**src/ctmt_pkg.sv**
```systemverilog
`timescale 1ns / 1ps
`default_nettype none

package ctmt_pkg;

   localparam int COUNT_W    = 32;
   localparam int TOTAL_W    = 32;
   localparam int CPU_W      = 10;
   localparam int INTERVAL_W = 16;
   localparam int OP_W       = 2;
   localparam int DIVIDEND_W = COUNT_W + 1;
   localparam int CSR_DATA_W = 16;
   localparam int CSR_INDEX_W = 1;

   localparam logic [CPU_W-1:0]      CPU_RESET      = 10'd168;
   localparam logic [INTERVAL_W-1:0] INTERVAL_RESET = 16'd100;

   typedef enum logic [OP_W-1:0] {
      OP_SAMPLE = 2'd0,
      OP_FIXED  = 2'd1,
      OP_RESET  = 2'd2
   } op_type;

   typedef enum logic [CSR_INDEX_W-1:0] {
      CSR_TICK_RATE         = 1'd0,
      CSR_FIXED_INTERVAL_US = 1'd1
   } csr_index_type;

   typedef enum logic [1:0] {
      ST_IDLE,
      ST_SUM,
      ST_DIVIDE,
      ST_RESPOND
   } state_type;

endpackage

`default_nettype wire

```
**src/ctmt_div.sv**
```systemverilog
`timescale 1ns / 1ps
`default_nettype none

module ctmt_div #(
   parameter int DIVIDEND_WIDTH = ctmt_pkg::DIVIDEND_W,
   parameter int DIVISOR_WIDTH  = ctmt_pkg::CPU_W
) (
   input  wire logic                      clock,
   input  wire logic                      reset,
   input  wire logic                      start,
   input  wire logic [DIVIDEND_WIDTH-1:0] dividend,
   input  wire logic [DIVISOR_WIDTH-1:0]  divisor,
   output logic                           done,
   output logic [DIVIDEND_WIDTH-1:0]      quotient,
   output logic [DIVISOR_WIDTH-1:0]       remainder
);
   import ctmt_pkg::*;

   localparam int STEP_W = $clog2(DIVIDEND_WIDTH + 1);

   logic                      busy_ff, busy_in;
   logic                      done_ff, done_in;
   logic [STEP_W-1:0]         step_ff, step_in;
   logic [DIVIDEND_WIDTH-1:0] quo_ff, quo_in;
   logic [DIVISOR_WIDTH-1:0]  rem_ff, rem_in;
   logic [DIVISOR_WIDTH-1:0]  dsr_ff, dsr_in;
   logic [DIVISOR_WIDTH:0]    trial;
   logic [DIVISOR_WIDTH:0]    diff;
   logic                      fits;

   assign trial = {rem_ff, quo_ff[DIVIDEND_WIDTH-1]};
   assign diff  = trial - {1'b0, dsr_ff};
   assign fits  = trial >= {1'b0, dsr_ff};

   always_comb begin
      busy_in = busy_ff;
      done_in = 1'b0;
      step_in = step_ff;
      quo_in  = quo_ff;
      rem_in  = rem_ff;
      dsr_in  = dsr_ff;
      if (start) begin
         busy_in = 1'b1;
         step_in = STEP_W'(DIVIDEND_WIDTH);
         quo_in  = dividend;
         rem_in  = '0;
         dsr_in  = divisor;
      end else if (busy_ff) begin
         quo_in  = {quo_ff[DIVIDEND_WIDTH-2:0], fits};
         rem_in  = fits ? diff[DIVISOR_WIDTH-1:0] : trial[DIVISOR_WIDTH-1:0];
         step_in = step_ff - STEP_W'(1);
         if (step_ff == STEP_W'(1)) begin
            busy_in = 1'b0;
            done_in = 1'b1;
         end
      end
   end

   always_ff @(posedge clock) begin
      if (reset) begin
         busy_ff <= 1'b0;
         done_ff <= 1'b0;
         step_ff <= '0;
      end else begin
         busy_ff <= busy_in;
         done_ff <= done_in;
         step_ff <= step_in;
      end
      quo_ff <= quo_in;
      rem_ff <= rem_in;
      dsr_ff <= dsr_in;
   end

   assign done      = done_ff;
   assign quotient  = quo_ff;
   assign remainder = rem_ff;

endmodule

`default_nettype wire

```
**src/cycles_to_microsecond_timestamp.sv**
```systemverilog
`timescale 1ns / 1ps
`default_nettype none

// Channel | Direction | Ports  | Contents
// req     | in        | req_*  | tuser[1:0] op, tdata[31:0] cycle_count
// rsp     | out       | rsp_*  | tdata[31:0] timestamp_us
// csr     | in        | csr_*  | write enable, register index, write data
//
// A sample request forms the count difference, adds the carried remainder and loads the
// divider, runs 33 divider steps, updates the total and then loads the output register.
// Other requests, and samples at a zero rate, go straight to the response state,
// which loads the output register.
// The synchronous reset restores the register defaults and clears all totals.
// A stalled response holds the block after its current request until the transfer.
module cycles_to_microsecond_timestamp (
   input  wire logic                                 clock,
   input  wire logic                                 reset,
   input  wire logic                                 req_tvalid,
   output logic                                      req_tready,
   input  wire logic [ctmt_pkg::COUNT_W-1:0]         req_tdata,  // [31:0] cycle_count
   input  wire logic [ctmt_pkg::OP_W-1:0]            req_tuser,  // [1:0] op
   output logic                                      rsp_tvalid,
   input  wire logic                                 rsp_tready,
   output logic [ctmt_pkg::TOTAL_W-1:0]              rsp_tdata,  // [31:0] timestamp_us
   input  wire logic                                 csr_we,
   input  wire logic [ctmt_pkg::CSR_INDEX_W-1:0]     csr_index,
   input  wire logic [ctmt_pkg::CSR_DATA_W-1:0]      csr_wdata
);
   import ctmt_pkg::*;

   state_type             state_ff, state_in;
   logic [CPU_W-1:0]      cpu_ff, cpu_in;
   logic [INTERVAL_W-1:0] interval_ff, interval_in;
   logic [COUNT_W-1:0]    last_ff, last_in;
   logic [TOTAL_W-1:0]    total_ff, total_in;
   logic [CPU_W-1:0]      rem_ff, rem_in;
   logic [TOTAL_W-1:0]    stamp_ff, stamp_in;
   logic [COUNT_W-1:0]    delta_ff, delta_in;
   logic [TOTAL_W-1:0]    result_ff, result_in;
   logic                  rsp_valid_ff, rsp_valid_in;
   logic [TOTAL_W-1:0]    rsp_data_ff, rsp_data_in;

   logic                  accept;
   logic                  div_start;
   logic [DIVIDEND_W-1:0] div_dividend;
   logic                  div_done;
   logic [DIVIDEND_W-1:0] div_quotient;
   logic [CPU_W-1:0]      div_remainder;

   assign accept       = req_tvalid && req_tready;
   assign div_start    = state_ff == ST_SUM;
   assign div_dividend = {1'b0, delta_ff} + {{(DIVIDEND_W-CPU_W){1'b0}}, rem_ff};

   ctmt_div #(
      .DIVIDEND_WIDTH (DIVIDEND_W),
      .DIVISOR_WIDTH  (CPU_W)
   ) u_div (
      .clock     (clock),
      .reset     (reset),
      .start     (div_start),
      .dividend  (div_dividend),
      .divisor   (cpu_ff),
      .done      (div_done),
      .quotient  (div_quotient),
      .remainder (div_remainder)
   );

   always_comb begin
      state_in     = state_ff;
      cpu_in       = cpu_ff;
      interval_in  = interval_ff;
      last_in      = last_ff;
      total_in     = total_ff;
      rem_in       = rem_ff;
      stamp_in     = stamp_ff;
      delta_in     = delta_ff;
      result_in    = result_ff;
      rsp_valid_in = rsp_valid_ff && !rsp_tready;
      rsp_data_in  = rsp_data_ff;
      req_tready   = state_ff == ST_IDLE;

      if (csr_we) begin
         case (csr_index)
            CSR_TICK_RATE:         cpu_in      = csr_wdata[CPU_W-1:0];
            CSR_FIXED_INTERVAL_US: interval_in = csr_wdata[INTERVAL_W-1:0];
            default: ;
         endcase
      end

      case (state_ff)
         ST_IDLE: begin
            if (accept) begin
               case (req_tuser)
                  OP_FIXED: begin
                     stamp_in  = stamp_ff + {{(TOTAL_W-INTERVAL_W){1'b0}}, interval_ff};
                     result_in = stamp_in;
                     state_in  = ST_RESPOND;
                  end
                  OP_RESET: begin
                     total_in  = '0;
                     rem_in    = '0;
                     stamp_in  = '0;
                     last_in   = req_tdata;
                     result_in = '0;
                     state_in  = ST_RESPOND;
                  end
                  default: begin
                     last_in  = req_tdata;
                     delta_in = req_tdata - last_ff;
                     if (cpu_ff == '0) begin
                        rem_in    = '0;
                        result_in = total_ff;
                        state_in  = ST_RESPOND;
                     end else begin
                        state_in = ST_SUM;
                     end
                  end
               endcase
            end
         end
         ST_SUM: begin
            state_in = ST_DIVIDE;
         end
         ST_DIVIDE: begin
            if (div_done) begin
               total_in  = total_ff + div_quotient[TOTAL_W-1:0];
               rem_in    = div_remainder;
               result_in = total_in;
               state_in  = ST_RESPOND;
            end
         end
         ST_RESPOND: begin
            if (!rsp_valid_ff || rsp_tready) begin
               rsp_valid_in = 1'b1;
               rsp_data_in  = result_ff;
               state_in     = ST_IDLE;
            end
         end
         default: begin
            state_in = ST_IDLE;
         end
      endcase
   end

   always_ff @(posedge clock) begin
      if (reset) begin
         state_ff     <= ST_IDLE;
         cpu_ff       <= CPU_RESET;
         interval_ff  <= INTERVAL_RESET;
         last_ff      <= '0;
         total_ff     <= '0;
         rem_ff       <= '0;
         stamp_ff     <= '0;
         rsp_valid_ff <= 1'b0;
      end else begin
         state_ff     <= state_in;
         cpu_ff       <= cpu_in;
         interval_ff  <= interval_in;
         last_ff      <= last_in;
         total_ff     <= total_in;
         rem_ff       <= rem_in;
         stamp_ff     <= stamp_in;
         rsp_valid_ff <= rsp_valid_in;
      end
      delta_ff    <= delta_in;
      result_ff   <= result_in;
      rsp_data_ff <= rsp_data_in;
   end

   assign rsp_tvalid = rsp_valid_ff;
   assign rsp_tdata  = rsp_data_ff;

endmodule

`default_nettype wire

```
**config.mk**
```make
export PLATFORM = sky130hd
export DESIGN_NAME = cycles_to_microsecond_timestamp
export DESIGN_NICKNAME = d
export VERILOG_FILES = /design/src/ctmt_pkg.sv /design/src/ctmt_div.sv /design/src/cycles_to_microsecond_timestamp.sv
export SDC_FILE = /design/constraint.sdc
export NUM_CORES = 1
export LEC_CHECK = 0
export ABC_CLOCK_PERIOD_IN_PS = 4900
export BUFFER_PORTS_ARGS = -buffer_cell sky130_fd_sc_hd__buf_4
export CAP_MARGIN = 10
export CELL_PAD_IN_SITES_DETAIL_PLACEMENT = 0
export CELL_PAD_IN_SITES_GLOBAL_PLACEMENT = 1
export CORE_MARGIN = 2
export CORE_UTILIZATION = 48
export DETAILED_ROUTE_END_ITERATION = 12
export GPL_ROUTABILITY_DRIVEN = 0
export PLACE_DENSITY = 0.78
export SETUP_SLACK_MARGIN = 0.5
export SLEW_MARGIN = 20
export SYNTH_ARGS = -nofsm -noshare
export SYNTH_HDL_FRONTEND = slang
export SYNTH_HIERARCHICAL = 1
export SYNTH_SLANG_ARGS = --single-unit
```
**constraint.sdc**
```tcl
create_clock -name clock -period 4.9 [get_ports clock]
set_input_delay 0.245 -clock clock [delete_from_list [all_inputs] [get_ports clock]]
set_output_delay 0.245 -clock clock [all_outputs]
set_load 0.02 [all_outputs]
```
==> results.cfg <==
[outcome]
status = completed

[yosys]
average_cell_area_after_synthesis_um2 = 9.25
synth_enable_flop_cells = 139
postSynthRegisterBits = 292
synth_flop_cell = sky130_fd_sc_hd__dfxtp_1
ys_async_sr_fraction_pct = 0
synth-seq-area-share_pct = 43.7
synthesis.area_um2 = 16600
synth_top_cell_by_area = sky130_fd_sc_hd__edfxtp_1
post_synth_main_area_contributors = sky130_fd_sc_hd__edfxtp_1 (25%), sky130_fd_sc_hd__dfxtp_1 (18%), sky130_fd_sc_hd__ha_1 (8.0%)
synth_top_cell_area_share_pct = 25.2
synth.cells.most_frequent = sky130_fd_sc_hd__nand2_1 (235), sky130_fd_sc_hd__a21oi_1 (180), sky130_fd_sc_hd__dfxtp_1 (153), sky130_fd_sc_hd__edfxtp_1 (139), sky130_fd_sc_hd__nor2_1 (134)
yosys.cell_count.top_type = sky130_fd_sc_hd__nand2_1
synth_cell_type_count = 83
postSynthNetCount = 1959
yosysWarningCount = 6
post_synth_inst_count = 1792

[die]
start_util_pct = 48.4
dieArea_um2 = 36000
boundaryPins = 90
chipWidth_um = 190
floorplan.rows = 68
die_h_um = 190
area_inside_the_core_boundary_um2 = 34300

[finish]
fraction_of_final_layout_cells_sized_beyond_drive_strength_1_pct = 11.5
layout.filler_cells = 3125
synthToLayoutAreaGrowth_pct = 16.4
nNetsFinal = 2067
antennaDiodeCount = 0

[critical_path]
critical_path.reg2reg.endpoint = result_ff[29]
cpLargestDelayFamily = compound AO/OA/AOI/OAI gates
worstPathMaxFanout = 4
worst-r2r-setup-slack_ps = 1610
critical_path.cell_chain = ha_1 -> a211oi_2 -> o21ai_2 -> a21oi_4 -> a31o_1 -> a22oi_1 -> a221o_1 -> a311o_1 -> xor2_1 -> a221o_1
master_of_the_slowest_instance_on_the_critical_path = sky130_fd_sc_hd__edfxtp_1
critical_path_data_required_time_ps = 5170
arrival_ps = 3570
slowest_delay_ps = 440
timing_worst_setup_path_type = register to register
timing.critical_path.to_type = register
worst_r2r_startpoint = u_div/quotient[1]
worst-path-buf-inv = 0
critical-path-top-cell-by-count = sky130_fd_sc_hd__a221o_1
r2r.worst_path.cells = 10
crit_path_start_kind = register

[routing]
drt-total-wl_mm = 38.8
detail_route.iter0.violations = 1068
avgRoutedWirePerCell_um = 16.3
viasPerCell = 5.57
detailedRoute.firstPassIterationCount = 5
antenna_left = 0
drc_errors = 0
vias = 13300

[cts]
clock_tree_root_driver_cell = sky130_fd_sc_hd__clkbuf_16
post_cts.resized_instances = 0
insertion_delay_ps = 540
cts_buffers = 34
cts_hold_repair.buffers = 48
cts_post_setup_buffers_inserted = 0
worst_setup_hold_path_clk_slew_ps = 60
tritoncts = yes
cts.path.max_buffers = 3
cts-htree-levels = 2
cts.sinks = 292

[global_routing]
grt_start_max_net_pins = 71
grt_first_pass_wirelength_mm = 64.1
grt_pass1_vias = 12500
grtUsageTotal_pct = 21.9
grt_overflow = 0
antenna_found_initial = 0

[place]
detailedPlacementHpwl_mm = 28.0
port_buffers = 89

[sta]
final_setup_tns_ps = 0
rsz0062_at_grt = false
finalClockSkew_ps = 19.4
finalHoldViolations = 0
fmax_mhz = 304
fin_crit_sh_pct = 67.2
tightestPinTransition_ps = 972
timing.final.max_slew_violations = 0
post-route-min-period_ps = 3290
max-slew-margin-rel_pct = 34.9
finalSetupViolCount = 0
hold_ws_ps = 40.3

[power_and_ir_drop]
leakage_nw = 7.49
p_per_area_nw_per_um2 = 512
power.total_mw = 9.89
irDropWorstVdd_mv = 0.289

[flow_run]
cap_violations = 0

[hold_path]
hold_class = input port to register
timing.hold.worst_path_depth = 4
hold_path.startpoint = rsp_tready
hold_end = rsp_tvalid
-- sequential cells by signal, summed over array words and instances (netlist names), 16 cells and up --
name,flops
u_div/quotient,33
rsp_tdata,32
last_ff,32
delta_ff,32
total_ff,32
stamp_ff,32
result_ff,32
interval_ff,16
-- area by class of cell --
type / instances / area [um2] / area share (%)
clock buffers: 40 / 937 / 4.86
clock inverters: 22 / 265 / 1.37
inverters: 77 / 289 / 1.50
multi-input cells: 1343 / 8740 / 45.3
flip-flops and latches: 292 / 7240 / 37.5
well taps: 455 / 569 / 2.95
repair buffers: 152 / 1260 / 6.53
-- worst max path at each step --
stage / start / endpoint / slack (ps) / cells past startpoint
2_1_floorplan: state_ff[0] / result_ff[0] / 900 / 6
3_3_place_gp: req_tdata[0] / delta_ff[30] / 1630 / 13
3_5_place_dp: req_tdata[0] / delta_ff[30] / 1630 / 13
4_1_cts: u_div/quotient[1] / result_ff[29] / 1620 / 10
5_1_grt: interval_ff[0] / result_ff[28] / 1410 / 12
6_report: u_div/quotient[1] / result_ff[29] / 1610 / 10
-- routing by layer --
metal | track usage (%) | part of all wire [%] | vias to the layer above
met2 | 34.8 | 44 | 274
li1 | - | - | 6728
met4 | 4.86 | 1.6 | 0
met5 | 0 | 0 | -
met1 | 31.4 | 50 | 6214
met3 | 3.65 | 4.2 | 45
-- worst register-to-register path: stages (launching register included) --
cell                       delay [ps]
sky130_fd_sc_hd__edfxtp_1         440
sky130_fd_sc_hd__ha_1             340
sky130_fd_sc_hd__a211oi_2         330
sky130_fd_sc_hd__o21ai_2          140
sky130_fd_sc_hd__a21oi_4          190
sky130_fd_sc_hd__a31o_1           190
sky130_fd_sc_hd__a22oi_1          120
sky130_fd_sc_hd__a221o_1          410
sky130_fd_sc_hd__a311o_1          420
sky130_fd_sc_hd__xor2_1           160
sky130_fd_sc_hd__a221o_1          290
-- cells in the final DEF (no fill, tap or decap), types with 16 or more instances in the layout --
master	count
sky130_fd_sc_hd__nand2_1	235
sky130_fd_sc_hd__a21oi_1	180
sky130_fd_sc_hd__dfxtp_1	153
sky130_fd_sc_hd__edfxtp_1	139
sky130_fd_sc_hd__nor2_1	133
sky130_fd_sc_hd__ha_1	104
sky130_fd_sc_hd__buf_4	104
sky130_fd_sc_hd__xnor2_1	81
sky130_fd_sc_hd__o21ai_0	76
sky130_fd_sc_hd__inv_1	75
sky130_fd_sc_hd__nand3_1	60
sky130_fd_sc_hd__dlygate4sd3_1	48
sky130_fd_sc_hd__a21o_1	47
sky130_fd_sc_hd__a22oi_1	45
sky130_fd_sc_hd__xor2_1	39
sky130_fd_sc_hd__clkbuf_16	37
sky130_fd_sc_hd__mux2_2	33
sky130_fd_sc_hd__and3_1	31
sky130_fd_sc_hd__nor3_1	29
sky130_fd_sc_hd__nand4_1	16
-- kinds of logic (layout without fill, tap and decap cells) --
logic type                 Yosys count  after routing  synth area share (%)
and+or+nand+nor                    572            572                  15.5
AOI/OAI and AO/OA                  506            506                  19.8
DFF                                292            292                  43.7
buffers and inverters              157            291                  3.74
xor gates and xnor gates           120            120                  6.34
adders and majority gates          111            111                  8.60
muxes                               34             34                  2.30
-- power breakdown --
part	internal (mW)	total, mW	switching [mW]	leakage [nW]
clock	1.69	2.70	1.01	0.584
combinational	1.36	3.45	2.10	4.36
sequential	3.38	3.74	0.359	2.55
-- stage by stage --
step / cell area [um2] / util [%] / cells / setup WS, ps
6_report: 19300 / 56.3 / 2381 / 1610
5_1_grt: 19300 / 56.3 / 2381 / 1410
4_1_cts: 19300 / 56.3 / 2381 / 1620
2_1_floorplan: 16600 / - / 1792 / 896
3_3_place_gp: 17600 / 51.4 / 2271 / 1630
3_5_place_dp: 17600 / 51.4 / 2271 / 1630
No activity file was read; power rests on OpenSTA's default activity.
